`src/hdl/iiea_pkg.sv`:
```
// ----------------------------------------------------------------------------
// iiea_pkg
// Types and codes shared by the indexed insert/erase array and its cells.
// ----------------------------------------------------------------------------
package iiea_pkg;

    typedef enum logic [2:0] {
        CMD_PUSH   = 3'd0,
        CMD_POP    = 3'd1,
        CMD_INSERT = 3'd2,
        CMD_ERASE  = 3'd3,
        CMD_READ   = 3'd4
    } t_cmd;

    typedef enum logic [1:0] {
        ST_OK    = 2'd0,
        ST_RANGE = 2'd1,
        ST_FULL  = 2'd2
    } t_status;

    typedef enum logic [1:0] {
        S_IDLE = 2'd0,
        S_WAIT = 2'd1,
        S_OUT  = 2'd2
    } t_state;

    // per-cell update controls
    typedef struct packed {
        logic wr_val;
        logic from_left;
        logic from_right;
        logic rd_load;
    } t_cell_ctl;

    localparam int unsigned IN_TDATA_W  = 48;
    localparam int unsigned OUT_TDATA_W = 48;

endpackage

```
`src/hdl/iiea_cell.sv`:
```
// ----------------------------------------------------------------------------
// iiea_cell
// One array slot: holds an entry, shifts to or from its neighbours and
// passes the read word down the chain one slot per cycle.
// ----------------------------------------------------------------------------
module iiea_cell #(
    parameter int unsigned DATA_WIDTH = 32
) (
    input  logic                     i_clk,
    input  iiea_pkg::t_cell_ctl      i_ctl,
    input  logic [DATA_WIDTH-1:0]    i_val,
    input  logic [DATA_WIDTH-1:0]    i_left,
    input  logic [DATA_WIDTH-1:0]    i_right,
    input  logic [DATA_WIDTH-1:0]    i_bus,
    output logic [DATA_WIDTH-1:0]    o_data,
    output logic [DATA_WIDTH-1:0]    o_bus
);
    import iiea_pkg::*;

    logic [DATA_WIDTH-1:0] r_data;
    logic [DATA_WIDTH-1:0] r_bus;

    always_ff @(posedge i_clk) begin
        if (i_ctl.wr_val) begin
            r_data <= i_val;
        end else if (i_ctl.from_left) begin
            r_data <= i_left;
        end else if (i_ctl.from_right) begin
            r_data <= i_right;
        end
    end

    // read word travels towards slot zero
    always_ff @(posedge i_clk) begin
        if (i_ctl.rd_load) begin
            r_bus <= r_data;
        end else begin
            r_bus <= i_bus;
        end
    end

    assign o_data = r_data;
    assign o_bus  = r_bus;

endmodule

```
`config.mk`:
```
export PLATFORM = sky130hd
export DESIGN_NAME = iiea_cell
export DESIGN_NICKNAME = d
export VERILOG_FILES = /design/src/hdl/iiea_pkg.sv /design/src/hdl/iiea_cell.sv
export SDC_FILE = /design/constraint.sdc
export NUM_CORES = 1
export LEC_CHECK = 0
export BUFFER_PORTS_ARGS = -buffer_cell sky130_fd_sc_hd__buf_2
export CAP_MARGIN = 20
export CORE_AREA = 2 2 91 93
export CTS_CLUSTER_DIAMETER = 50
export DETAILED_ROUTE_END_ITERATION = 16
export DIE_AREA = 0 0 93 95
export GPL_TIMING_DRIVEN = 1
export PLACE_DENSITY = 0.75
export SLEW_MARGIN = 20
export SYNTH_ARGS = -nofsm -noshare
export SYNTH_HDL_FRONTEND = slang
export SYNTH_SLANG_ARGS = --single-unit
export TNS_END_PERCENT = 1
```
`constraint.sdc`:
```
create_clock -name i_clk -period 1.5 [get_ports i_clk]
set_clock_uncertainty 0.2 [all_clocks]
set_input_delay 0 -clock i_clk [delete_from_list [all_inputs] [get_ports i_clk]]
set_output_delay 0 -clock i_clk [all_outputs]
set_load 0.05 [all_outputs]
```
* Yosys cells after proc, flatten, opt, wreduce, memory -nomap -nowiden
Cells that the tools add are included.
Storage, ports and cells: word-level logic and storage cells 7, output and inout port bits 64, register bits after elaboration 64
Cells by class: muxes and demuxes 4, reductions and logical operators 1
Operator list (number):
- 32-bit 2-to-1 mux | 4
- 3-bit nonzero test | 1

* Depth between registers and ports, before layout
Gate-level depths: netlist (run 1).
depth after elaboration 3, gate-level depth with buffers 4, gate-level depth less buffers 2

* Worst setup path before layout (run 1)
No wires, ideal clock.
path kind input port to flip-flop, start input i_ctl[2] (netlist bit), end register r_data[0] (netlist: o_data[0]), enable pin, arrival time 0.895 ns, slack -0.009 ns, buffers on the path 1, cell stages on the path 2, required time 0.886 ns, cells stage by stage buf_6 > or3_1
On the way: cells in the longest elaborated chain, start to end 1
RTL lines:
- from (decl) | RTL line iiea_cell.sv:10 | input iiea_pkg::t_cell_ctl i_ctl,
- 3-bit nonzero test (no source line)
- to (signal assigned) | RTL line iiea_cell.sv:25 | r_data <= i_val;
- to (signal assigned) | RTL line iiea_cell.sv:27 | r_data <= i_left;
- to (signal assigned) | RTL line iiea_cell.sv:29 | r_data <= i_right;
- to (decl) | RTL line iiea_cell.sv:20 | logic [DATA_WIDTH-1:0] r_data;
Every way passes these cells. A chain may end at the register's enable or synchronous reset.

* Final worst setup path (run 1)
start input i_val[3], end register r_data[3] (netlist: o_data[3]), data pin
On the way: cells in the longest elaborated chain, start to end 1
RTL lines:
- from (decl) | RTL line iiea_cell.sv:11 | input logic [DATA_WIDTH-1:0] i_val,
- 32-bit 2-to-1 mux | RTL line iiea_cell.sv:24 | if (i_ctl.wr_val) begin
Every way passes these cells.

==> metrics.md, run 1 <==
| Metric | Value |
|---|---|
| Setup TNS | -0.0180 ns |
| ANT nets after route | 0 |
| Seq/Total Area, Yosys | about 56% |
| Number of buffers added on ports | just under 200 |
| Final setup viols | 1 |
| Max_cap viols | 0 |
| Setup bufs post-CTS | 0 |
| DRT iter0 DRCs | 80 |
| Total Wirelength | 9170 um |
| Synth Net Count | approximately 340 |
| Worst Slack Setup Final | -0.0180 ns |
| DRC | 0 |
| Status | finished, violations left |
| Worst Path Required | 1.39 ns |
| Placer Congestion | 0.761 |
| CP max FO | 1 |
| Min Hold Slack | -0.00531 ns |
| CTS tree | built |
| Clk buf depth | 2 |
| I/O pin total | approximately 200 |
| Post-synthesis cell area | about 2900 um^2 |
| Starting Density | 36.0% |
| Layout net count | about 640 |
| Final Util | a little over three fifths |
| Core area | 7930 um^2 |
| Reg2reg start | o_data[21] |
| RSZ-0062 raised after global routing | no |
| Startpoint class of the critical path | input port |
| Data arrival time at the worst-slack endpoint | between 1 and 1.5 ns |
| Vias per cell | between 4 and 5 |
| Synth Area in XOR/XNOR | 0% |
| First-pass GRT wire length | ~13000 um |
| Fraction of layout cells with a size suffix above 1 | just under 50% |
| CP endpoint kind | register |
| Tot GR Track Use | around a fifth |
| # clock sinks | 64 |
| Die area | roughly 8800 um^2 |
| Worst-Skew Late Latency | between 0.3 and 0.4 ns |
| Vias in the first global route | roughly 2900 |
| Drt pass-1 iters | 4 |
| Vias post-DR | 2804 |
| Hold Startpoint | i_right[18] |
| Final hold violations | 1 |
| Chip Width | 93 um |
| Worst setup path class | in -> reg |
| Lkg Pwr | ~2.5 nW |
| Post-synthesis compound-gate area fraction | approximately 5.6% |
| Post-synthesis sequential element count | between 60 and 70 |
| Largest family of logic cells by synthesized area | multiplexers |
| Slew Limit Fails | 0 |
| Layout Cells excl Fill | just over 600 |
| Failing checks | negative hold slack, negative setup slack |
| VDD IR max | between 400 and 500 uV |
| Initial antenna violation count | 0 |
| Tcrit/Tclk final | 101% |
| Yosys cell types | 13 |
| Ant. Diodes | 0 |
| Post-DP HPWL | 5630 um |
| Gate Count Post-Synth | about 210 |
| Commonest non-fill, non-tap cell in the layout | buf_2 |
| Die Span Y | approximately 95 um |
| Simple-gate share of the synthesized area | approximately 4.4% |
| Setup crit start | i_val[3] |
| PwrDens | a little over 1000 nW/um^2 |
| Syn Area/Cell | ~14 um^2 |
| Cell row count | 33 |
| Post-Synth Adder-Cell Area | 0% |
| Most frequent cells in the layout | 196 x buf_2, 92 x dlygate4sd3_1 |
| Clock slew at reported path FFs | 0.07 ns |
| Slew margin rel. | between 70% and 80% |
| Routed len/inst | about 15 um |
| Fillcell total | between 600 and 700 |
| Yosys warns | 0 |
| Hold WC Path Type | in -> reg |
| Achievable clock frequency | between 0.6 and 0.7 GHz |
| Clk root buf | clkbuf_8 |
| Post-synthesis mux area share | 27.8% |
| Post-Place Setup Slack | 0.173 ns |
| H-tree Lvls | 3 |
| Min Tclk post-route | approximately 1.5 ns |
| TritonCTS buffer count | 9 |
| Largest net degree at the start of global routing | 65 |
| Area grow syn2layout | 75.1% |
| Total gr overflow | 0 |
| Inst Count DP | 500 |
| Least-Margin Pin Slew | 0.416 ns |
-- synthesized netlist by cell type (all sizes together) --
master	n	area (um^2)
buf	14	173
clkbuf	1	3.75
dfxtp	32	641
edfxtp	32	961
mux2	32	473
mux2i	32	320
nand2	32	120
o21ai	32	160
or3	1	6.26
-- power breakdown --
| part | leakage (nW) | internal, mW | total [mW] | switching, mW |
|---|---|---|---|---|
| registers | 0.608 | 2.05 | 2.13 | 0.0814 |
| clock network | 0.0866 | 0.586 | 1.23 | 0.641 |
| logic | 1.84 | 0.670 | 1.71 | 1.04 |
-- critical path, cell delays in order --
cell and delay [ns]:
dlygate4sd3_1 0.54, buf_2 0.13, nand2_1 0.08, o21ai_1 0.07
dlygate4sd3_1 0.58
-- metrics by stage --
| step | power (mW) | cell area, um^2 | hold WS (ns) |
|---|---|---|---|
| after global placement | 3.60 | 3850 | 0.0257 |
| after CTS | 5.09 | 4980 | 0.00283 |
| after detailed placement | 3.62 | 3850 | 0.0300 |
| after global routing | 5.27 | 5000 | 0.00700 |
| final | 5.07 | 5000 | -0.00531 |
| after floorplan | 3.23 | 2860 | -0.0566 |
-- metal layers --
metal / wire length [um] / part of all wire [%] / GRT usage (%)
met4: 262 / 2.9 / 9.93
met2: 5210 / 57 / 38.6
met3: 515 / 5.6 / 5.83
met1: 3180 / 35 / 19.3
met5: 0 / 0 / 0
-- path summary, 6_finish.rpt --
check | cells after the start | slack (ns) | to
max | 5 | -0.02 | o_data[3]
min | 4 | -0.005 | o_data[18]
max reg2reg | 1 | 0.49 | o_bus[21]
min reg2reg | 1 | 0.30 | o_bus[18]
-- sequential cells by signal, summed over array words and instances, names as in the netlist --
name and count:
o_bus 32, o_data 32
-- area by class of cell --
type	instances	area (um^2)	area share [%]
repair buffers	299	2030	40.6
clock inverters	5	25.0	0.500
well taps	105	131	2.63
clock buffers	11	131	2.63
flip-flops and latches	64	1600	32.0
multi-input cells	129	1080	21.6
-- logic make-up after synthesis --
logic type,count (synthesis)
DFF,64
and+or+nand+nor,33
buffers and inverters,15
muxes,64
AOI/OAI and AO/OA,32
-- what timing repair did --
action,4_1_cts,5_1_grt
hold buffers,97,0
gates resized for setup,0,8
setup endpoints to repair,0,41
hold endpoints to repair,69,0
Note: power is estimated with default switching activity, not from simulation.
==> run 2: changes to the inputs <==
- CORE_AREA: 2 2 91 93 -> 4 4 93 95
- DIE_AREA: 0 0 93 95 -> 0 0 97 99
==> run 2 against run 1 <==
Compared with the run above:
- the flow finishes with violations (negative hold slack)
- design area is 0.45% higher
- sequential power hardly changed
- sequential cell count stayed put
- die area is 8.7% higher
- sequential share of layout area is 0.14 points lower
- register-to-register slack hardly changed
- hold slack worse by 0.13 ns
- non-clock buffer count is 3 lower
- maximum frequency is 2.4% higher
- first-iteration DRC count is 49% lower
==> metrics.md, run 2 (synthesis results as in run 1) <==
| Metric | Value |
|---|---|
| I/O pin total | 197 (unchanged) |
| Startpoint class of the critical path | input port (unchanged) |
| Tcrit/Tclk final | 98.9% (was 101%) |
| Failing checks | negative hold slack (was negative hold slack, negative setup slack) |
| Initial antenna violation count | 0 (unchanged) |
| Final Util | 65.0% (was 63.1%) |
| PwrDens | 1050 nW/um^2 (was 1010 nW/um^2) |
| Die Span Y | 99 um (was 95 um) |
| Drt pass-1 iters | 4 (unchanged) |
| Core area | 7730 um^2 (was 7930 um^2) |
| Final setup viols | 0 (was 1) |
| Total gr overflow | 0 (unchanged) |
| FF-to-FF End | o_bus[2] (was o_bus[21]) |
| Layout net count | 633 (was 636) |
| Worst-Skew Late Latency | 0.32 ns (was 0.34 ns) |
| Clk root buf | clkbuf_8 (unchanged) |
| Data arrival time at the worst-slack endpoint | 1.35 ns (was 1.41 ns) |
| Setup crit start | i_val[28] (was i_val[3]) |
| Fraction of layout cells with a size suffix above 1 | 49.1% (was 49.0%) |
| Die area | 9600 um^2 (was 8840 um^2) |
| Final hold violations | 1 (unchanged) |
| Chip Width | 97 um (was 93 um) |
| VDD IR max | 508 uV (was 459 uV) |
| Post-DP HPWL | 6020 um (was 5630 um) |
| Hold WC Path Type | in -> reg (unchanged) |
| Worst Path Required | 1.37 ns (was 1.39 ns) |
| Placer Congestion | 0.839 (was 0.761) |
| Cell row count | 32 (was 33) |
| Least-Margin Pin Slew | 0.261 ns (was 0.416 ns) |
| Routed len/inst | 14.8 um (was 15.0 um) |
| First-pass GRT wire length | 14400 um (was 13400 um) |
| Number of buffers added on ports | 196 (unchanged) |
| Slew Limit Fails | 0 (unchanged) |
| Clk buf depth | 2 (unchanged) |
| Lkg Pwr | 2.49 nW (was 2.53 nW) |
| CTS tree | built (unchanged) |
| Ant. Diodes | 0 (unchanged) |
| Setup TNS | 0 ns (was -0.0180 ns) |
| Vias in the first global route | 3184 (was 2898) |
| Worst Setup EP | o_data[28] (was o_data[3]) |
| Tot GR Track Use | 18.8% (was 20.0%) |
| Min Hold Slack | -0.139 ns (was -0.00531 ns) |
| Max_cap viols | 0 (unchanged) |
| Starting Density | 37.0% (was 36.0%) |
| Min Tclk post-route | 1.48 ns (was 1.52 ns) |
| R2R cell count | 1 (unchanged) |
| RSZ-0062 raised after global routing | no (unchanged) |
| Vias per cell | 4.50 (was 4.57) |
| Vias post-DR | 2734 (was 2804) |
| DRT iter0 DRCs | 41 (was 80) |
| TritonCTS buffer count | 9 (unchanged) |
| H-tree Lvls | 3 (unchanged) |
| Total Wirelength | 9000 um (was 9170 um) |
| Total power | 5.30 mW (was 5.07 mW) |
| Status | finished, violations left (unchanged) |
| Commonest non-fill, non-tap cell in the layout | buf_2 (unchanged) |
| Worst reg2reg setup slack | 0.49 ns (about the same) |
| Worst setup path class | in -> reg (unchanged) |
| Largest net degree at the start of global routing | 65 (unchanged) |
| DRC | 0 (unchanged) |
| CP endpoint kind | register (unchanged) |
| ANT nets after route | 0 (unchanged) |
| Achievable clock frequency | 0.674 GHz (was 0.659 GHz) |
| Area grow syn2layout | 75.9% (was 75.1%) |
| Most frequent cells in the layout | 196 x buf_2, 95 x dlygate4sd3_1 (was 196 x buf_2, 92 x dlygate4sd3_1) |
| Hold Path Cell Cnt | 3 (was 4) |
| # clock sinks | 64 (unchanged) |
| Reg2reg start | o_data[2] (was o_data[21]) |
| Setup bufs post-CTS | 0 (unchanged) |
| Clock slew at reported path FFs | 0.07 ns (about the same) |
| Slew margin rel. | 82.6% (was 72.3%) |
| CP max FO | 1 (unchanged) |
==> run 2: changes by cell type in the layout (fill, tap and decap cells not counted), moves of 2 or more <==
| cell | change |
|---|---|
| buf_12 | +2 |
| buf_6 | -2 |
| clkbuf_8 | +3 |
| clkinv_2 | -5 |
| dlygate4sd3_1 | +3 |
| dlymetal6s4s_1 | -5 |
==> run 2: layer usage <==
layer  global-route usage, %  vias up  share of wire [%]
met1                    16.8     1230                 33
met2                    36.7      139                 56
met3                    5.31       37                7.0
met5                       0        -                  0
met4                    11.9        0                4.8
li1                        -     1328                  -
==> run 2: layout make-up <==
cell class | count | area [um^2]
repair buffers | 296 | 2010
fillers | 594 | 2700
flip-flops and latches | 64 | 1600
clock buffers | 15 | 198
multi-input cells | 129 | 1080
clock inverters | 1 | 7.51
well taps | 102 | 128
==> run 2: worst min path at each step <==
| stage | slack, ns | from | endpoint |
|---|---|---|---|
| CTS | 0.02 | i_ctl[0] | o_bus[3] |
| global route | 0.01 | i_ctl[0] | o_bus[8] |
| detailed placement | 0.03 | i_bus[6] | o_bus[6] |
| finish | -0.14 | i_right[30] | o_data[30] |
| global placement | 0.03 | i_bus[8] | o_bus[8] |
| floorplan | -0.06 | i_bus[10] | o_bus[10] |
==> run 2: critical path, cell delays in order <==
cell and delay [ns]:
dlygate4sd3_1 0.55, buf_2 0.12, nand2_1 0.05, o21ai_1 0.06, dlygate4sd3_1 0.57
==> run 2: stage by stage <==
stage	cell area [um^2]	instances	setup slack [ns]	hold WS (ns)
2_1_floorplan	2860	208	0.0806	-0.0566
3_3_place_gp	3870	496	0.209	0.0255
3_5_place_dp	3870	496	0.200	0.0287
4_1_cts	5030	608	0.0626	0.0164
5_1_grt	5030	607	0.00117	0.0133
6_report	5030	607	0.0171	-0.139
==> run 2: repair_timing <==
item                                   in CTS  in global routing
setup endpoints to repair                   0                  2
endpoints found under the hold margin      64                  0
hold buffers                               96                  0
gates resized for setup                     0                  1
==> run 2: power by group <==
| part | internal, mW | total (mW) | switching (mW) |
|---|---|---|---|
| clock | 0.839 | 1.47 | 0.631 |
| combinational | 0.665 | 1.69 | 1.03 |
| sequential | 2.05 | 2.13 | 0.0788 |
| total | 3.56 | 5.30 | 1.74 |
